## src/sv/i2cbs_pkg.sv

```systemverilog
// ----------------------------------------------------------------------------
// I2C bit sequencer package
// Command codes, register indexes, reset values and shared types.
// ----------------------------------------------------------------------------
package i2cbs_pkg;

   localparam logic [2:0] MODE_START = 3'd0;
   localparam logic [2:0] MODE_STOP  = 3'd1;
   localparam logic [2:0] MODE_WRITE = 3'd2;
   localparam logic [2:0] MODE_READ  = 3'd3;
   localparam logic [2:0] MODE_WAIT  = 3'd4;

   localparam logic [1:0] CSR_SHORT_HOLD = 2'd0;
   localparam logic [1:0] CSR_LONG_HOLD  = 2'd1;
   localparam logic [1:0] CSR_WAIT_LIMIT = 2'd2;

   localparam logic [7:0] SHORT_HOLD_RESET = 8'd1;
   localparam logic [7:0] LONG_HOLD_RESET  = 8'd10;
   localparam logic [7:0] WAIT_LIMIT_RESET = 8'd100;

   localparam logic [7:0] POLLS_NEVER = 8'hFF;
   localparam logic [7:0] HOLD_NONE   = 8'd0;

   localparam int CMD_QUEUE_DEPTH = 2;
   localparam int RSP_QUEUE_DEPTH = 2;

   typedef enum logic [2:0] {
      CMD_START,
      CMD_STOP,
      CMD_WRITE,
      CMD_READ,
      CMD_WAIT
   } cmd_kind_type;

   typedef struct packed {
      cmd_kind_type kind;
      logic [7:0]   data;
      logic         send_ack;
      logic         timeout;
   } cmd_type;

   typedef enum logic [1:0] {
      SEG_IDLE,
      SEG_HEAD,
      SEG_BITS,
      SEG_TAIL
   } seg_type;

   typedef struct packed {
      logic       scl_level;
      logic       sda_level;
      logic [7:0] hold_time;
      logic [7:0] read_byte;
      logic       status;
      logic       last;
   } rsp_type;

endpackage

```

## src/sv/i2cbs_fifo.sv

```systemverilog
// ----------------------------------------------------------------------------
// I2C bit sequencer queue
// Small first-in first-out queue in flip-flops with full and empty flags.
// ----------------------------------------------------------------------------
module i2cbs_fifo #(
   parameter int WIDTH = 8,
   parameter int DEPTH = 2
) (
   input  logic             clock,
   input  logic             reset,
   input  logic             push,
   input  logic [WIDTH-1:0] push_data,
   output logic             full,
   input  logic             pop,
   output logic [WIDTH-1:0] pop_data,
   output logic             empty
);

   localparam int PTR_W = (DEPTH > 1) ? $clog2(DEPTH) : 1;
   localparam int CNT_W = $clog2(DEPTH + 1);
   localparam logic [PTR_W-1:0] LAST_PTR = PTR_W'(DEPTH - 1);
   localparam logic [CNT_W-1:0] FULL_CNT = CNT_W'(DEPTH);

   logic [WIDTH-1:0] mem_ff [DEPTH];
   logic [PTR_W-1:0] wr_ptr_ff, wr_ptr_in;
   logic [PTR_W-1:0] rd_ptr_ff, rd_ptr_in;
   logic [CNT_W-1:0] count_ff, count_in;
   logic             do_push;
   logic             do_pop;

   assign full     = (count_ff == FULL_CNT);
   assign empty    = (count_ff == '0);
   assign do_push  = push && !full;
   assign do_pop   = pop && !empty;
   assign pop_data = mem_ff[rd_ptr_ff];

   always_comb begin
      wr_ptr_in = wr_ptr_ff;
      rd_ptr_in = rd_ptr_ff;
      count_in  = count_ff;
      if (do_push) begin
         wr_ptr_in = (wr_ptr_ff == LAST_PTR) ? '0 : wr_ptr_ff + 1'b1;
      end
      if (do_pop) begin
         rd_ptr_in = (rd_ptr_ff == LAST_PTR) ? '0 : rd_ptr_ff + 1'b1;
      end
      case ({do_push, do_pop})
         2'b10:   count_in = count_ff + 1'b1;
         2'b01:   count_in = count_ff - 1'b1;
         default: count_in = count_ff;
      endcase
   end

   always_ff @(posedge clock) begin
      if (reset) begin
         wr_ptr_ff <= '0;
         rd_ptr_ff <= '0;
         count_ff  <= '0;
      end else begin
         wr_ptr_ff <= wr_ptr_in;
         rd_ptr_ff <= rd_ptr_in;
         count_ff  <= count_in;
      end
   end

   always_ff @(posedge clock) begin
      if (do_push) begin
         mem_ff[wr_ptr_ff] <= push_data;
      end
   end

endmodule

```

## src/sv/i2cbs_front.sv

```systemverilog
// ----------------------------------------------------------------------------
// I2C bit sequencer front end
// Accepts commands, decodes the mode, settles the acknowledge timeout and
// queues a compact command for the phase engine.
// ----------------------------------------------------------------------------
module i2cbs_front #(
   parameter int CMD_DEPTH = i2cbs_pkg::CMD_QUEUE_DEPTH
) (
   input  logic                clock,
   input  logic                reset,
   input  logic                req_push,
   output logic                req_full,
   input  logic [2:0]          req_mode,
   input  logic [7:0]          req_write_data,
   input  logic                req_send_ack,
   input  logic [7:0]          req_slave_bits,
   input  logic [7:0]          req_ack_wait_polls,
   input  logic [7:0]          wait_limit,
   output logic                cmd_valid,
   output i2cbs_pkg::cmd_type  cmd,
   input  logic                cmd_take
);

   localparam int CMD_W = $bits(i2cbs_pkg::cmd_type);

   i2cbs_pkg::cmd_type cmd_new;
   logic               mode_ok;
   logic [CMD_W-1:0]   queue_out;
   logic               queue_empty;

   always_comb begin
      mode_ok      = 1'b1;
      cmd_new.kind = i2cbs_pkg::CMD_START;
      unique case (req_mode)
         i2cbs_pkg::MODE_START: cmd_new.kind = i2cbs_pkg::CMD_START;
         i2cbs_pkg::MODE_STOP:  cmd_new.kind = i2cbs_pkg::CMD_STOP;
         i2cbs_pkg::MODE_WRITE: cmd_new.kind = i2cbs_pkg::CMD_WRITE;
         i2cbs_pkg::MODE_READ:  cmd_new.kind = i2cbs_pkg::CMD_READ;
         i2cbs_pkg::MODE_WAIT:  cmd_new.kind = i2cbs_pkg::CMD_WAIT;
         default:               mode_ok      = 1'b0;
      endcase
      cmd_new.data     = (req_mode == i2cbs_pkg::MODE_WRITE) ? req_write_data
                                                              : req_slave_bits;
      cmd_new.send_ack = req_send_ack;
      cmd_new.timeout  = (req_ack_wait_polls == i2cbs_pkg::POLLS_NEVER)
                         || (req_ack_wait_polls > wait_limit);
   end

   i2cbs_fifo #(
      .WIDTH (CMD_W),
      .DEPTH (CMD_DEPTH)
   ) u_cmd_queue (
      .clock     (clock),
      .reset     (reset),
      .push      (req_push && mode_ok),
      .push_data (cmd_new),
      .full      (req_full),
      .pop       (cmd_take),
      .pop_data  (queue_out),
      .empty     (queue_empty)
   );

   assign cmd_valid = !queue_empty;
   assign cmd       = i2cbs_pkg::cmd_type'(queue_out);

endmodule

```

## src/sv/i2cbs_back.sv

```systemverilog
// ----------------------------------------------------------------------------
// I2C bit sequencer phase engine
// Steps through the pin phases of a command, one per cycle when the result
// queue has room, tracks the SCL and SDA levels and hands each phase to it.
// ----------------------------------------------------------------------------
module i2cbs_back (
   input  logic               clock,
   input  logic               reset,
   input  logic               cmd_valid,
   input  i2cbs_pkg::cmd_type cmd,
   output logic               cmd_take,
   input  logic [7:0]         short_hold,
   input  logic [7:0]         long_hold,
   input  logic               rsp_full,
   output logic               rsp_push,
   output i2cbs_pkg::rsp_type rsp
);

   i2cbs_pkg::seg_type seg_ff, seg_in, seg_nxt;
   i2cbs_pkg::cmd_type cmd_ff, cmd_in;
   logic [1:0]         sub_ff, sub_in, sub_nxt;
   logic [2:0]         bit_ff, bit_in, bit_nxt;
   logic [7:0]         byte_ff, byte_in, byte_nxt;
   logic               clk_line_ff, clk_line_in;
   logic               data_line_ff, data_line_in;
   logic               emit;

   always_comb begin
      rsp.scl_level = clk_line_ff;
      rsp.sda_level = data_line_ff;
      rsp.hold_time = i2cbs_pkg::HOLD_NONE;
      rsp.read_byte = 8'd0;
      rsp.status    = 1'b0;
      rsp.last      = 1'b0;
      seg_nxt       = seg_ff;
      sub_nxt       = sub_ff + 1'b1;
      bit_nxt       = bit_ff;
      byte_nxt      = byte_ff;

      if (seg_ff != i2cbs_pkg::SEG_IDLE) begin
         unique case (cmd_ff.kind)
            i2cbs_pkg::CMD_START: begin
               case (sub_ff)
                  2'd0: begin
                     rsp.sda_level = 1'b1;
                     rsp.hold_time = short_hold;
                  end
                  2'd1: begin
                     rsp.scl_level = 1'b1;
                     rsp.sda_level = 1'b1;
                     rsp.hold_time = short_hold;
                  end
                  2'd2: begin
                     rsp.scl_level = 1'b1;
                     rsp.sda_level = 1'b0;
                     rsp.hold_time = short_hold;
                  end
                  default: begin
                     rsp.scl_level = 1'b0;
                     rsp.sda_level = 1'b0;
                     rsp.last      = 1'b1;
                  end
               endcase
            end
            i2cbs_pkg::CMD_STOP: begin
               case (sub_ff)
                  2'd0: begin
                     rsp.sda_level = 1'b0;
                     rsp.hold_time = short_hold;
                  end
                  2'd1: begin
                     rsp.scl_level = 1'b1;
                     rsp.sda_level = 1'b0;
                     rsp.hold_time = short_hold;
                  end
                  default: begin
                     rsp.scl_level = 1'b1;
                     rsp.sda_level = 1'b1;
                     rsp.last      = 1'b1;
                  end
               endcase
            end
            i2cbs_pkg::CMD_WAIT: begin
               case (sub_ff)
                  2'd0: begin
                     rsp.scl_level = 1'b1;
                     rsp.sda_level = 1'b1;
                     rsp.hold_time = short_hold;
                  end
                  2'd1: begin
                     if (cmd_ff.timeout) begin
                        rsp.scl_level = 1'b1;
                        rsp.sda_level = 1'b0;
                        rsp.hold_time = short_hold;
                     end else begin
                        rsp.scl_level = 1'b0;
                        rsp.sda_level = 1'b1;
                        rsp.last      = 1'b1;
                     end
                  end
                  2'd2: begin
                     rsp.scl_level = 1'b1;
                     rsp.sda_level = 1'b0;
                     rsp.hold_time = short_hold;
                  end
                  default: begin
                     rsp.scl_level = 1'b1;
                     rsp.sda_level = 1'b1;
                     rsp.status    = 1'b1;
                     rsp.last      = 1'b1;
                  end
               endcase
            end
            i2cbs_pkg::CMD_WRITE: begin
               if (seg_ff == i2cbs_pkg::SEG_HEAD) begin
                  rsp.scl_level = 1'b0;
                  seg_nxt       = i2cbs_pkg::SEG_BITS;
                  sub_nxt       = 2'd0;
                  bit_nxt       = 3'd0;
               end else begin
                  rsp.scl_level = (sub_ff == 2'd1);
                  rsp.sda_level = byte_ff[7];
                  rsp.hold_time = long_hold;
                  if (sub_ff == 2'd2) begin
                     rsp.last = (bit_ff == 3'd7);
                     sub_nxt  = 2'd0;
                     bit_nxt  = bit_ff + 1'b1;
                     byte_nxt = {byte_ff[6:0], 1'b0};
                  end
               end
            end
            i2cbs_pkg::CMD_READ: begin
               if (seg_ff == i2cbs_pkg::SEG_BITS) begin
                  rsp.sda_level = 1'b1;
                  if (sub_ff == 2'd0) begin
                     rsp.scl_level = 1'b0;
                     rsp.hold_time = short_hold;
                  end else begin
                     rsp.scl_level = 1'b1;
                     sub_nxt       = 2'd0;
                     bit_nxt       = bit_ff + 1'b1;
                     if (bit_ff == 3'd7) begin
                        seg_nxt = i2cbs_pkg::SEG_TAIL;
                     end
                  end
               end else begin
                  case (sub_ff)
                     2'd0: begin
                        rsp.scl_level = 1'b0;
                     end
                     2'd1: begin
                        rsp.scl_level = 1'b0;
                        rsp.sda_level = !cmd_ff.send_ack;
                        rsp.hold_time = short_hold;
                     end
                     2'd2: begin
                        rsp.scl_level = 1'b1;
                        rsp.hold_time = short_hold;
                     end
                     default: begin
                        rsp.scl_level = 1'b0;
                        rsp.read_byte = cmd_ff.data;
                        rsp.last      = 1'b1;
                     end
                  endcase
               end
            end
            default: begin
               rsp.last = 1'b1;
            end
         endcase
      end
   end

   assign emit     = (seg_ff != i2cbs_pkg::SEG_IDLE) && !rsp_full;
   assign rsp_push = emit;
   assign cmd_take = cmd_valid && ((seg_ff == i2cbs_pkg::SEG_IDLE) || (emit && rsp.last));

   always_comb begin
      seg_in       = seg_ff;
      sub_in       = sub_ff;
      bit_in       = bit_ff;
      byte_in      = byte_ff;
      cmd_in       = cmd_ff;
      clk_line_in  = clk_line_ff;
      data_line_in = data_line_ff;
      if (emit) begin
         clk_line_in  = rsp.scl_level;
         data_line_in = rsp.sda_level;
         seg_in       = rsp.last ? i2cbs_pkg::SEG_IDLE : seg_nxt;
         sub_in       = sub_nxt;
         bit_in       = bit_nxt;
         byte_in      = byte_nxt;
      end
      if (cmd_take) begin
         cmd_in  = cmd;
         byte_in = cmd.data;
         sub_in  = 2'd0;
         bit_in  = 3'd0;
         seg_in  = (cmd.kind == i2cbs_pkg::CMD_READ) ? i2cbs_pkg::SEG_BITS
                                                     : i2cbs_pkg::SEG_HEAD;
      end
   end

   always_ff @(posedge clock) begin
      if (reset) begin
         seg_ff       <= i2cbs_pkg::SEG_IDLE;
         sub_ff       <= 2'd0;
         bit_ff       <= 3'd0;
         clk_line_ff  <= 1'b1;
         data_line_ff <= 1'b1;
      end else begin
         seg_ff       <= seg_in;
         sub_ff       <= sub_in;
         bit_ff       <= bit_in;
         clk_line_ff  <= clk_line_in;
         data_line_ff <= data_line_in;
      end
   end

   always_ff @(posedge clock) begin
      cmd_ff  <= cmd_in;
      byte_ff <= byte_in;
   end

endmodule

```

## src/sv/i2c_master_bit_sequencer.sv

```systemverilog
// ----------------------------------------------------------------------------
// I2C master bit sequencer
// Turns I2C master commands into the run of SCL/SDA pin settings, each with
// its hold time in 10 us units.
//
// Commands are pushed on the req_ channel (push/full) and the pin phases are
// taken from the rsp_ channel (empty/pop); rsp_last marks the final phase of a
// command, which also carries the read byte and the timeout status. Modes five
// to seven are taken and produce nothing.
// The front end queues decoded commands, so a new command is taken while the
// phase engine still works on earlier ones. While the result queue has room,
// the engine produces one phase per cycle: start 4, stop 3, write 25, read 20,
// wait 2 or 4 phases. The first phase of a command passes the command queue,
// the engine registers and the result queue before it can be popped; commands
// follow each other with no gap, so each command's phase count sets the rate.
// When the consumer stalls, the result queue fills, the engine holds its place
// and the command queue in turn raises full. Synchronous reset empties both
// queues, marks both bus lines high and loads the hold and wait limit
// registers with their defaults. The csr_ port writes a register; the user
// must use it only while the block is idle, which the block does not enforce.
// ----------------------------------------------------------------------------
module i2c_master_bit_sequencer #(
   parameter int CMD_DEPTH = i2cbs_pkg::CMD_QUEUE_DEPTH,
   parameter int RSP_DEPTH = i2cbs_pkg::RSP_QUEUE_DEPTH
) (
   input  logic       clock,
   input  logic       reset,
   input  logic       req_push,
   output logic       req_full,
   input  logic [2:0] req_mode,
   input  logic [7:0] req_write_data,
   input  logic       req_send_ack,
   input  logic [7:0] req_slave_bits,
   input  logic [7:0] req_ack_wait_polls,
   output logic       rsp_empty,
   input  logic       rsp_pop,
   output logic       rsp_scl_level,
   output logic       rsp_sda_level,
   output logic [7:0] rsp_hold_time,
   output logic [7:0] rsp_read_byte,
   output logic       rsp_status,
   output logic       rsp_last,
   input  logic       csr_wr_en,
   input  logic [1:0] csr_index,
   input  logic [7:0] csr_data
);

   localparam int RSP_W = $bits(i2cbs_pkg::rsp_type);

   logic [7:0]         short_hold_ff, short_hold_in;
   logic [7:0]         long_hold_ff, long_hold_in;
   logic [7:0]         wait_limit_ff, wait_limit_in;
   logic               cmd_valid;
   logic               cmd_take;
   i2cbs_pkg::cmd_type cmd;
   logic               rsp_full;
   logic               rsp_push;
   i2cbs_pkg::rsp_type rsp_new;
   logic [RSP_W-1:0]   rsp_queue_out;
   i2cbs_pkg::rsp_type rsp_head;

   always_comb begin
      short_hold_in = short_hold_ff;
      long_hold_in  = long_hold_ff;
      wait_limit_in = wait_limit_ff;
      if (csr_wr_en) begin
         unique case (csr_index)
            i2cbs_pkg::CSR_SHORT_HOLD: short_hold_in = csr_data;
            i2cbs_pkg::CSR_LONG_HOLD:  long_hold_in  = csr_data;
            i2cbs_pkg::CSR_WAIT_LIMIT: wait_limit_in = csr_data;
            default:                   wait_limit_in = wait_limit_ff;
         endcase
      end
   end

   always_ff @(posedge clock) begin
      if (reset) begin
         short_hold_ff <= i2cbs_pkg::SHORT_HOLD_RESET;
         long_hold_ff  <= i2cbs_pkg::LONG_HOLD_RESET;
         wait_limit_ff <= i2cbs_pkg::WAIT_LIMIT_RESET;
      end else begin
         short_hold_ff <= short_hold_in;
         long_hold_ff  <= long_hold_in;
         wait_limit_ff <= wait_limit_in;
      end
   end

   i2cbs_front #(
      .CMD_DEPTH (CMD_DEPTH)
   ) u_front (
      .clock              (clock),
      .reset              (reset),
      .req_push           (req_push),
      .req_full           (req_full),
      .req_mode           (req_mode),
      .req_write_data     (req_write_data),
      .req_send_ack       (req_send_ack),
      .req_slave_bits     (req_slave_bits),
      .req_ack_wait_polls (req_ack_wait_polls),
      .wait_limit         (wait_limit_ff),
      .cmd_valid          (cmd_valid),
      .cmd                (cmd),
      .cmd_take           (cmd_take)
   );

   i2cbs_back u_back (
      .clock      (clock),
      .reset      (reset),
      .cmd_valid  (cmd_valid),
      .cmd        (cmd),
      .cmd_take   (cmd_take),
      .short_hold (short_hold_ff),
      .long_hold  (long_hold_ff),
      .rsp_full   (rsp_full),
      .rsp_push   (rsp_push),
      .rsp        (rsp_new)
   );

   i2cbs_fifo #(
      .WIDTH (RSP_W),
      .DEPTH (RSP_DEPTH)
   ) u_rsp_queue (
      .clock     (clock),
      .reset     (reset),
      .push      (rsp_push),
      .push_data (rsp_new),
      .full      (rsp_full),
      .pop       (rsp_pop),
      .pop_data  (rsp_queue_out),
      .empty     (rsp_empty)
   );

   assign rsp_head      = i2cbs_pkg::rsp_type'(rsp_queue_out);
   assign rsp_scl_level = rsp_head.scl_level;
   assign rsp_sda_level = rsp_head.sda_level;
   assign rsp_hold_time = rsp_head.hold_time;
   assign rsp_read_byte = rsp_head.read_byte;
   assign rsp_status    = rsp_head.status;
   assign rsp_last      = rsp_head.last;

endmodule

```

## config.mk

```make
export PLATFORM = sky130hd
export DESIGN_NAME = i2c_master_bit_sequencer
export DESIGN_NICKNAME = d
export VERILOG_FILES = /design/src/sv/i2cbs_pkg.sv /design/src/sv/i2cbs_fifo.sv /design/src/sv/i2cbs_front.sv /design/src/sv/i2cbs_back.sv /design/src/sv/i2c_master_bit_sequencer.sv
export SDC_FILE = /design/constraint.sdc
export NUM_CORES = 1
export LEC_CHECK = 0
export ABC_AREA = 1
export ABC_CLOCK_PERIOD_IN_PS = 4100
export BUFFER_PORTS_ARGS = -buffer_cell sky130_fd_sc_hd__buf_4
export CAP_MARGIN = 30
export CORE_ASPECT_RATIO = 1.1
export CORE_MARGIN = 4
export CORE_UTILIZATION = 35
export CTS_CLUSTER_SIZE = 20
export DETAILED_ROUTE_END_ITERATION = 8
export HOLD_SLACK_MARGIN = 0.1
export SYNTH_ARGS = -nofsm -noshare
export SYNTH_HDL_FRONTEND = slang
export SYNTH_SLANG_ARGS = --single-unit
```

## constraint.sdc

```tcl
create_clock -name clock -period 4.1 [get_ports clock]
set_clock_uncertainty 0.15 [all_clocks]
set_input_delay 0.82 -clock clock [delete_from_list [all_inputs] [get_ports clock]]
set_output_delay 0.82 -clock clock [all_outputs]
set_load 0.05 [all_outputs]
```

Word level (Yosys, flattened, before mapping):

Memory sizes are Yosys's and may differ from the RTL's. A register that Yosys moved wholly into a read port is not among the register bits.
Cells that the tools add are included.

* flip-flop bits (word level): 62
* RAM bits: 66
* input port bits: 43
* output and inout bits: 22
* logic and storage cells: 182
* memories kept: 2

Memory list
* u_rsp_queue.mem_ff: depth 2, bits a word 20, rd ports 1, clocked after Yosys merged registers in 1, wr ports 1, RTL line i2cbs_fifo.sv:24 `logic [WIDTH-1:0] mem_ff [DEPTH];`
* u_front.u_cmd_queue.mem_ff: depth 2, bits a word 13, rd ports 1, clocked after Yosys merged registers in 1, wr ports 1, RTL line i2cbs_fifo.sv:24

* $add $sub $neg: 10
* order comparisons: 1
* equality and inequality tests: 31
* mux-type cells: 75
* reduce and logical (&&, ||, !) cells: 44

Operators by type and width (number)
* $mux W8: 15
* $pmux W10 S5: 1
* $mux W2: 15
* $mux W1: 26
* $mux W20: 1
* $pmux W2 S2: 5
* $pmux W8 S2: 1
* $reduce_bool A2 Y1: 8
* $eq A3 B2 Y1 const B: 5
* $eq A2 B2 Y1 const B: 7
* $mux W3: 4
* $ne A4 B2 Y1 const B: 3
* $pmux W3 S4: 1
* $eq A2 B1 Y1 const B: 5
* $logic_not A2 Y1: 5
* $mux W10: 1
* $eq A3 B3 Y1 const B: 3
* $mux W9: 1
* $eq A8 B8 Y1 const B: 1
* $gt A8 B8 Y1: 1
* $logic_and A1 B1 Y1: 8
* $reduce_or A2 Y1: 4
* $reduce_and A7 Y1: 1
* $add A2 B1 Y2 const B: 3
* other kinds (21): 36

Logic depth before layout (Yosys ltp):

Gate-level depths: netlist (run 1).

* word-level depth: 12
* gate-level depth with buffers: 18
* gate-level depth less buffers: 17

Cells and area by module:

From an unflattened synthesis (run 1), not the netlist that was laid out.

* cells, all modules: 644
* area, all modules: 6378.6 um^2

By module, submodules not included
* i2cbs_back: times used 1, cells each 257, area an instance 1983.2 um^2, sequential area each 810.8 um^2
* i2cbs_fifo at u_rsp_queue: times used 1, cells each 102, area an instance 1714.1 um^2, sequential area each 1301.2 um^2
* i2cbs_fifo at u_front.u_cmd_queue: times used 1, cells each 80, area an instance 1211.2 um^2, sequential area each 880.8 um^2
* i2c_master_bit_sequencer: times used 1, cells each 146, area an instance 1053.5 um^2, sequential area each 480.5 um^2
* i2cbs_front: times used 1, cells each 59, area an instance 416.6 um^2, sequential area each 0.0 um^2

Least setup slack after synthesis (run 1):

No wires, ideal clock.

* path kind: reg2reg
* start: register u_back.sub_ff[0]
* end: register u_front.u_cmd_queue.count_ff[1]
* setup time: 0.070 ns
* arrival time: 2.330 ns
* data required time: 3.880 ns
* slack: 1.550 ns
* stages on the path, launching flop included: 19
* buffers on the path: 1
* clock period less this slack: 2.550 ns
* cell sequence: dfxtp_1 inv_1 ha_1 nor2_1 nand3_1 nand3_1 nor2_2 nand2_2 nand2_2 nand2_2 nand2_4 inv_1 buf_6 ha_1 inv_1 nand2_1 nor2_1 o21ai_0 a21oi_1

* longest elaborated chain between the ends: 12
* elaborated cells between the ends (all ways): 22
* those cells by class: eq/ne: 4; mux: 9; reduce/logical: 9

RTL lines
* start: declaration: RTL line i2cbs_back.sv:21 `logic [1:0] sub_ff, sub_in, sub_nxt;`
* start signal: assignment: RTL line i2cbs_back.sv:214 `sub_ff <= sub_in;`
* $eq A2 B2 Y1 (tied with other cells)
* $reduce_or A3 Y1 (no line)
* $mux W1: RTL line i2cbs_back.sv:43, i2cbs_back.sv:147
* $mux W1: RTL line i2cbs_back.sv:133 `if (seg_ff == i2cbs_pkg::SEG_BITS) begin`
* $pmux W1 S5 (*): RTL line i2cbs_back.sv:41 `unique case (cmd_ff.kind)`
* $mux W20 (*): RTL line i2cbs_back.sv:40 `if (seg_ff != i2cbs_pkg::SEG_IDLE) begin`
* $logic_and A1 B1 Y1 (*): RTL line i2cbs_back.sv:177 `assign cmd_take = cmd_valid && ((seg_ff == i2cbs_pkg::SEG_IDLE) || (emit && rsp.last));`
* $logic_or A1 B1 Y1 (*): RTL line i2cbs_back.sv:177
* $logic_and A1 B1 Y1 (*): RTL line i2cbs_back.sv:177
* named net cmd_take: RTL line i2c_master_bit_sequencer.sv:54 `logic cmd_take;`
* $logic_and A1 B1 Y1 (*): RTL line i2cbs_fifo.sv:34 `assign do_pop = pop && !empty;`
* $eq A2 B1 Y1 or $eq A2 B2 Y1 (tied branches): RTL line i2cbs_fifo.sv:47 `case ({do_push, do_pop})`
* $pmux W2 S2 or $reduce_bool A2 Y1 (tied branches)
* end signal: assignment: RTL line i2cbs_fifo.sv:62 `count_ff <= count_in;`
* end: declaration: RTL line i2cbs_fifo.sv:27 `logic [CNT_W-1:0] count_ff, count_in;`

The timed path passes the listed nets; every way through them passes the cells marked *.
A chain may end at the register's enable or synchronous reset.

==> results of run 1 <==
cells by family (layout without fill, tap and decap cells):
group	Yosys count	count (layout)	share of synthesized area
fa+ha+maj	19	19	0.0404
flops	130	130	0.591
compound gates	90	90	0.0894
buf+inv	61	156	0.0443
simple gates	212	212	0.159
mux	40	40	0.0764
registers in the layout, summed over array words and instances (netlist names), named ones only:
name                           cells
u_back.data_line_ff                1
wait_limit_ff                      8
u_back.bit_ff                      3
long_hold_ff                       8
u_back.clk_line_ff                 1
u_rsp_queue.count_ff               2
u_front.u_cmd_queue.mem_ff        26
u_front.u_cmd_queue.wr_ptr_ff      1
short_hold_ff                      8
u_back.byte_ff                     8
u_rsp_queue.wr_ptr_ff              1
u_back.sub_ff                      2
u_back.cmd_ff                     13
u_front.u_cmd_queue.count_ff       2
u_back.seg_ff                      2
u_front.u_cmd_queue.rd_ptr_ff      1
u_rsp_queue.rd_ptr_ff              1
u_rsp_queue.mem_ff                40
cells in the final DEF (no fill, tap or decap), types with 18 or more instances in the layout:
| cell | count |
|---|---|
| a21oi_1 | 32 |
| buf_4 | 73 |
| dfxtp_1 | 43 |
| edfxtp_1 | 87 |
| ha_1 | 19 |
| inv_1 | 48 |
| mux2_2 | 39 |
| nand2_1 | 88 |
| nand3_1 | 18 |
| nor2_1 | 75 |
| o21ai_0 | 40 |
power breakdown:
group          switching, uW  total (uW)  internal, uW
logic                   1350        2020           665
clock network            541        1690          1150
registers                184        2030          1850
total                   2080        5730          3660
worst paths after layout:
kind	start	end	slack (ns)	depth (start not counted)
setup / recovery	register	rsp_read_byte[7]	1.21	2
hold / removal	u_rsp_queue.rd_ptr_ff	u_rsp_queue.rd_ptr_ff	0.30	1
setup reg to reg	u_back.sub_ff[0]	u_front.u_cmd_queue.count_ff[1]	1.33	17
hold reg to reg	u_rsp_queue.rd_ptr_ff	u_rsp_queue.rd_ptr_ff	0.30	1
metal layers:
layer	global-route usage	vias up	share of wire
li1	-	2081	-
met1	0.155	1930	0.44
met2	0.231	90	0.50
met3	0.0312	21	0.034
met4	0.0586	0	0.021
met5	0	-	0
critical path, delay by kind of cell (launching register included):
family | cells | cell delay, ns
buf+inv | 1 | 0.19
flops | 1 | 0.89
mux | 1 | 0.43
final cells by class:
type | instances | area (um^2) | share of cell area
inverters | 51 | 194 | 0.0266
multi-input cells | 361 | 2150 | 0.295
clock inverters | 12 | 230 | 0.0316
clock buffers | 20 | 437 | 0.0599
repair buffers | 73 | 548 | 0.0752
flip-flops and latches | 130 | 3470 | 0.477
well taps | 204 | 255 | 0.0350
through the flow:
step	total power (uW)	cell area (um^2)	utilization	instances	hold slack, ns
after floorplan	3550	5880	-	552	0.276
after detailed placement	4090	6620	0.403	819	0.292
after global routing	6090	7290	0.443	851	0.333
after CTS	5800	7290	0.443	851	0.304
final	5730	7290	0.443	851	0.303
after global placement	4050	6610	0.402	818	0.287
==> summary.txt, run 1 <==
Floorplanning
  – Row count: 49
  – Width of the die: 132 um
  – Chip height: 144 um
  – Io pins: 65
  – Die Area: 0.0189 mm^2
  – Starting Density: 0.358
  – Area of the core: 0.0164 mm^2

Clocking
  – Clock latency on the worst-skew pair: 0.41 ns
  – Clock tree buffer depth: 2
  – Clock slew at reported path FFs: 0.05 ns
  – H-tree depth: 4
  – Clk Tree Root Cell: clkbuf_16
  – CTS tree: done
  – CTS Sinks: 130
  – Number of CTS-inserted buffers: 17
  – # hold bufs at CTS: 0
  – Post-CTS Setup Inserts: 0
  – CTS resizes: 0

Synthesis
  – Synthesized area: 0.00588 mm^2
  – Most frequent cell after synthesis: nand2_1
  – Yosys warns: 0
  – Area share of the largest cell type after synthesis: 0.444
  – Synth Area per Inst: 10.7 um^2
  – Fraction of registers with async set/reset: 0
  – Area contributors post-synth: edfxtp_1 44%, dfxtp_1 15%, mux2_2 7.5%
  – Synth Register Bits: 130
  – Distinct cells, synth: 37
  – Syn_nets: 614
  – Prevailing post-synth register cell: edfxtp_1
  – Register area share after synthesis: 0.591
  – Area leader, netlist: edfxtp_1
  – EDFF count, synth: 87
  – Synth top cells by count: 88 x nand2_1, 87 x edfxtp_1, 76 x nor2_1
  – Cells after Synth: 552

STA
  – Final Slew Violations: 0
  – Setup WS post-layout: 1.21 ns
  – Worst-Margin Slew: 0.880 ns
  – Final Hold Viols: 0
  – RSZ-0062 raised after global routing: no
  – Final setup violation count: 0
  – Period utilization: 0.706
  – Final worst path period need: 2.89 ns
  – Max frequency: 346 MHz
  – Rel. slew slack: 0.413
  – Post-route setup TNS: 0 ns

Worst setup path
  – CP arrival: 1.92 ns
  – CP Cell Sequence: mux2_2, buf_4
  – Worst Path Max Fanout: 20
  – Crit start category: register
  – Critical path class: register to primary output
  – CP Capture Type: primary output
  – Crit path max-delay cell type: dfxtp_1
  – Critical Path Max Stage Delay: 0.89 ns
  – Req. time, crit path: 3.13 ns

Hold path
  – Hold Path Class: register to register

Run status
  – Status: complete, no violations

Place
  – Hpwl dp: 9.02 mm
  – Port Buffer Count: 64
  – Pre-CTS setup slack: 1.36 ns
  – Gpl congestion: 0.844

Global route
  – Antenna violations before repair: 0
  – GRT overflow: 0
  – First-pass GRT wire length: 19.9 mm
  – Largest net degree at the start of global routing: 25
  – GR Util All Layers: 0.131
  – Vias in the first global route: 4114

Layout
  – Ant. Diodes: 0
  – Layout cells sized above 1: 0.253
  – Fillers: 1536
  – Nets: 696
  – Layout area overhead: 23.9%

Job
  – Max_cap viols: 0

Power and ir drop
  – Worst VDD drop: 0.344 mV
  – Pwr dens: 787 mW/mm^2
  – LEAKAGE: 0.00293 uW

Route
  – Vias: 4122
  – WL final: 12.0 mm
  – Avg Vias per Cell: 4.84
  – DRT iter0 DRCs: 176
  – Wire per inst: 14.1 um
  – Drt pass-1 iters: 4
  – Final ANT Viol Nets: 0
  – Remaining DRCs: 0
No activity file was read; power rests on OpenSTA's default activity.
==> run 2, diff against run 1 <==
ABC_AREA = 0   (was 1)
ABC_CLOCK_PERIOD_IN_PS = 2600   (was 4100)
clock period = 2.6 ns   (was 4.1 ns; I/O delays follow)
==> summary.txt, run 2 <==
Hold path
  – Critical hold path startpoint: req_send_ack
  – Hold path endpoint: u_front.u_cmd_queue.mem_ff[1][1]
  – Hold depth: 1
  – Hold Path Class: input pin to register

Power and ir drop
  – LEAKAGE: 0.00287 uW
  – Seq pwr share: 0.348
  – Switching part of the total: 0.343
  – Internal: 5650 uW
  – Pwr dens: 1130 mW/mm^2
  – Psw: 2940 uW
  – Worst VDD drop: 0.496 mV
  – Combinational share of power: 0.365
  – Clk pwr share: 0.287

Global route
  – Vias in the first global route: 4085
  – GR Util All Layers: 0.137
  – Largest net degree at the start of global routing: 37
  – Antenna violations before repair: 0
  – GRT overflow: 0
  – First-pass GRT wire length: 21.2 mm

Worst setup path
  – Critical path class: register to register
  – Crit start category: register
  – CP Cell Sequence: inv_1, ha_2, and3b_1, a31oi_2, and2_4, a31oi_4, ha_4, or3_1, a21oi_1
  – R2r startpoint: u_back.sub_ff[1]
  – FF-to-FF setup slack: 0.12 ns
  – CP arrival: 2.66 ns
  – CP Capture Type: register
  – Worst r2r path cells: 9
  – Req. time, crit path: 2.78 ns
  – Crit path max-delay cell type: or3_1
  – Reg-to-reg critical path endpoint: u_front.u_cmd_queue.count_ff[1]
  – Critical Path Max Stage Delay: 0.36 ns
  – Worst Path Max Fanout: 6

Layout
  – Largest register FFs: 40
  – Layout cells sized above 1: 0.328
  – Final Core Density: 0.456
  – Ant. Diodes: 0
  – Most flops, register: u_rsp_queue.mem_ff
  – Final Instance Area: 0.00758 mm^2
  – Regs by FF count: u_rsp_queue.mem_ff (40), u_front.u_cmd_queue.mem_ff (26), u_back.cmd_ff (13)
  – Layout Cells excl Fill: 817
  – Most frequent cells in the layout: 94 x buf_4, 87 x edfxtp_1, 49 x mux2_2, 48 x nor2_1, 41 x dfxtp_1
  – Nets: 638
  – Layout area overhead: 26.4%
  – Fillers: 1515
  – Commonest non-fill, non-tap cell in the layout: buf_4

Synthesis
  – Fraction of registers with async set/reset: 0
  – Area share of the largest cell type after synthesis: 0.435
  – Yosys warns: 0
  – Area contributors post-synth: edfxtp_1 44%, dfxtp_1 14%, mux2_2 9.2%
  – Most frequent cell after synthesis: edfxtp_1
  – Distinct cells, synth: 56
  – EDFF count, synth: 87
  – Synth Area per Inst: 12.4 um^2
  – Synthesized area: 0.00600 mm^2
  – Synth Register Bits: 130
  – Synth top cells by count: 87 x edfxtp_1, 49 x mux2_2, 49 x nor2_1
  – Area leader, netlist: edfxtp_1
  – Cells after Synth: 484
  – Prevailing post-synth register cell: edfxtp_1
  – Register area share after synthesis: 0.579
  – Syn_nets: 546

Clocking
  – Clock latency on the worst-skew pair: 0.40 ns
  – CTS Sinks: 130
  – Clock slew at reported path FFs: 0.05 ns
  – Post-CTS Setup Inserts: 0
  – Clock tree buffer depth: 2
  – CTS tree: done
  – Number of CTS-inserted buffers: 17
  – Clk Tree Root Cell: clkbuf_16
  – H-tree depth: 4

Place
  – Instance area at placement: 0.00695 mm^2
  – Gpl congestion: 0.887
  – Port Buffer Count: 64
  – Hpwl dp: 9.59 mm
  – Cell count after placement: 786
  – Pre-CTS setup slack: 0.115 ns

Route
  – Avg Vias per Cell: 4.94
  – Wire per inst: 16.0 um
  – Drt pass-1 iters: 5
  – Remaining DRCs: 0
  – WL final: 13.1 mm
  – Final ANT Viol Nets: 0
  – DRT iter0 DRCs: 196
  – Vias: 4034

STA
  – Rel. slew slack: 0.547
  – Period utilization: 0.953
  – Final worst path period need: 2.48 ns
  – Setup WS post-layout: 0.121 ns
  – Final Hold Viols: 0
  – Final Slew Violations: 0
  – Final setup violation count: 0
  – Worst-Margin Slew: 0.678 ns
  – Max frequency: 403 MHz
  – Post-route setup TNS: 0 ns
  – RSZ-0062 raised after global routing: no

Floorplanning
  – Width of the die: 133 um
  – Die Area: 0.0193 mm^2
  – Starting Density: 0.361
  – Area of the core: 0.0166 mm^2
  – Row count: 49
  – Io pins: 65
  – Chip height: 145 um

Run status
  – Status: complete, no violations

Job
  – Max_cap viols: 0
[run 2: metal layers]
metal  track usage  wire (um)
met1         0.178       5990
met4        0.0520        224
met3        0.0280        416
met2         0.225       6440
met5             0          0
[run 2: cell type report]
| class | count | area (um^2) | area share |
|---|---|---|---|
| clock buffer | 18 | 429 | 0.0566 |
| clock inverter | 13 | 185 | 0.0244 |
| inverter | 17 | 63.8 | 0.00842 |
| multi-input combinational | 314 | 2390 | 0.316 |
| sequential | 130 | 3480 | 0.459 |
| tap | 229 | 287 | 0.0378 |
| timing repair buffer | 96 | 746 | 0.0983 |
[run 2: worst max-delay path by stage]
stage | start | end | slack (ns) | cells past startpoint
after floorplan | u_back.sub_ff[0] | u_front.u_cmd_queue.count_ff[1] | 0.003 | 11
after global placement | u_back.sub_ff[0] | u_front.u_cmd_queue.count_ff[1] | 0.14 | 9
after detailed placement | u_back.sub_ff[0] | u_front.u_cmd_queue.count_ff[1] | 0.11 | 9
after CTS | u_back.sub_ff[1] | u_front.u_cmd_queue.count_ff[1] | 0.07 | 9
after global routing | u_back.sub_ff[1] | u_front.u_cmd_queue.count_ff[1] | 0.03 | 9
final | u_back.sub_ff[1] | u_front.u_cmd_queue.count_ff[1] | 0.12 | 9
[run 2: worst max-delay path, delay by kind of cell (launching register included)]
kind / cells / cell delay (ns)
compound gates: 3 / 0.47
buf+inv: 1 / 0.14
flops: 1 / 0.35
simple gates: 3 / 0.74
fa+ha+maj: 2 / 0.55
[run 2: timing repair]
item,4_1_cts,5_1_grt
hold buffers,0,0
resized for setup,0,5
setup endpoints to repair,0,16
[run 2: metrics by stage]
stage / power, uW / hold slack [ns]
floorplan: 5080 / 0.291
global placement: 6120 / 0.313
detailed placement: 6150 / 0.314
CTS: 8640 / 0.139
global route: 9060 / 0.136
finish: 8600 / 0.153
[run 2: power by group through the flow]
stage,Clock (uW),Sequential (uW),Combinational (uW)
floorplan,0,2940,2150
global placement,0,3020,3100
detailed placement,0,3030,3120
CTS,2510,2990,3140
global route,2600,3040,3410
finish,2460,2990,3140
[run 2: logic make-up (layout without fill, tap and decap cells)]
| kind of cell | Yosys count | in the layout | share of synthesized area |
|---|---|---|---|
| AOI/OAI and AO/OA | 70 | 70 | 0.0817 |
| xor gates and xnor gates | 8 | 8 | 0.0117 |
| adders and majority gates | 19 | 19 | 0.0396 |
| buffers and inverters | 40 | 144 | 0.0279 |
| DFF | 130 | 130 | 0.579 |
| muxes | 77 | 77 | 0.139 |
| and+or+nand+nor | 140 | 140 | 0.121 |
==> run 3, diff against run 2 <==
CORE_UTILIZATION = 25   (was 35)
==> summary.txt, run 3 (synthesis results as in run 2) <==
Worst setup path
  – Crit start category: register
  – Critical Path Max Stage Delay: 0.38 ns
  – Worst Path Max Fanout: 27
  – CP arrival: 2.50 ns
  – Req. time, crit path: 2.61 ns
  – CP Capture Type: register
  – CP bufs+invs: 2
  – Crit path max-delay cell type: dfxtp_2
  – Top Family by Delay on Critical Path: simple AND/OR/NAND/NOR gates
  – Critical path class: register to register
  – CP Cell Sequence: inv_1, ha_1, nor2_2, a31oi_2, and2_4, a31oi_4, buf_12, mux2_2

Route
  – Drt pass-1 iters: 4
  – Vias: 3967
  – Final ANT Viol Nets: 0
  – WL final: 12.5 mm
  – Remaining DRCs: 0
  – Avg Vias per Cell: 4.44
  – DRT iter0 DRCs: 190
  – Wire per inst: 14.0 um

Global route
  – Largest net degree at the start of global routing: 37
  – Vias in the first global route: 3954
  – GR Util All Layers: 0.0970
  – GRT overflow: 0
  – Busiest grt layer: met2
  – Met2 usage: 0.166
  – Met1 Usage GRT: 0.118
  – Antenna violations before repair: 0
  – GR Util met3: 0.0233
  – First-pass GRT wire length: 20.3 mm

Floorplanning
  – Row count: 59
  – Io pins: 65
  – Die Area: 0.0265 mm^2
  – Starting Density: 0.254
  – Chip height: 170 um
  – Area of the core: 0.0236 mm^2
  – Width of the die: 156 um

STA
  – Rel. slew slack: 0.609
  – Final Hold Viols: 0
  – Max frequency: 401 MHz
  – Period utilization: 0.959
  – Final Slew Violations: 0
  – Final setup violation count: 0
  – Worst-Margin Slew: 0.585 ns
  – RSZ-0062 raised after global routing: no
  – Post-route setup TNS: 0 ns
  – Final worst path period need: 2.49 ns

Layout
  – Regs by FF count: u_rsp_queue.mem_ff (40), u_front.u_cmd_queue.mem_ff (26), u_back.cmd_ff (13)
  – Layout area overhead: 27.8%
  – Area of the multi-input gates: 0.00240 mm^2
  – Sequential cell area: 0.00348 mm^2
  – Nets: 637
  – Final Core Density: 0.325
  – Most frequent cells in the layout: 93 x buf_4, 87 x edfxtp_1, 49 x mux2_2, 47 x nor2_1, 41 x dfxtp_1
  – Most flops, register: u_rsp_queue.mem_ff
  – Ant. Diodes: 0
  – Largest register FFs: 40
  – Layout cells sized above 1: 0.325
  – Fillers: 2349
  – Commonest non-fill, non-tap cell in the layout: buf_4

Clocking
  – CTS Sinks: 130
  – CTS tree: done
  – Clock slew at reported path FFs: 0.06 ns
  – Post-CTS Setup Inserts: 0
  – Clock tree buffer depth: 2
  – H-tree depth: 4
  – CTS resizes: 0
  – Clock latency on the worst-skew pair: 0.41 ns
  – # hold bufs at CTS: 0
  – Clk Tree Root Cell: clkbuf_16
  – Number of CTS-inserted buffers: 17

Job
  – Max_cap viols: 0

Power and ir drop
  – LEAKAGE: 0.00285 uW
  – Pwr dens: 1110 mW/mm^2
  – Worst VDD drop: 0.467 mV

Hold path
  – Hold Path Class: input pin to register

Place
  – Port Buffer Count: 64
  – Hpwl dp: 9.21 mm
  – Gpl congestion: 0.869

Run status
  – Status: complete, no violations
## run 3: changes by cell type in the layout (fill, tap and decap cells not counted), sizes merged
| cell | before | now |
|---|---|---|
| buf | 96 | 95 |
| inv | 19 | 22 |
| clkinvlp | 1 | 4 |
| clkbuf | 18 | 19 |
| bufinv | 4 | 3 |
| clkinv | 6 | 1 |
## run 3: per-stage QoR
stage | setup WS (ns) | power, uW | cell area (um^2) | hold slack, ns | std cells
finish | 0.106 | 8480 | 7670 | 0.167 | 893
global route | 0.0178 | 8960 | 7670 | 0.138 | 893
CTS | 0.0571 | 8550 | 7650 | 0.153 | 893
detailed placement | 0.0915 | 6110 | 7040 | 0.311 | 861
global placement | 0.153 | 6100 | 7040 | 0.305 | 861
floorplan | 0.00257 | 5080 | 6030 | 0.291 | 484
## run 3: per-layer routing
layer  up-vias  part of all wire
li1       1983                 -
met1      1912              0.45
met2        58              0.51
met3        14             0.023
met4         0             0.016
met5         -                 0
## run 3: final timing paths
kind	start	to	slack, ns	cells past startpoint
worst min-delay path	req_send_ack	u_front.u_cmd_queue.mem_ff[1][1]	0.17	1
worst min register to register	short_hold_ff[0]	short_hold_ff[0]	0.34	2
worst max-delay path	u_back.sub_ff[1]	u_back.byte_ff[4]	0.11	8
worst max register to register	u_back.sub_ff[1]	u_back.byte_ff[4]	0.11	8
## run 3: layout make-up
type / count / area share
Sequential cell: 130 / 0.454
Multi-Input combinational cell: 314 / 0.313
Timing Repair Buffer: 95 / 0.0963
Clock buffer: 19 / 0.0565
Tap cell: 305 / 0.0498
Clock inverter: 13 / 0.0228
Inverter: 17 / 0.00832
## run 3: where the power goes
| part | switching [uW] | total, uW | internal (uW) |
|---|---|---|---|
| clock network | 882 | 2410 | 1530 |
| registers | 237 | 2990 | 2760 |
| logic | 1810 | 3080 | 1270 |
## run 3: worst register-to-register path, cell delays in order, from the launching register on
cell	delay (ns)
dfxtp_2	0.38
inv_1	0.11
ha_1	0.24
nor2_2	0.21
a31oi_2	0.14
and2_4	0.19
a31oi_4	0.24
buf_12	0.23
mux2_2	0.36
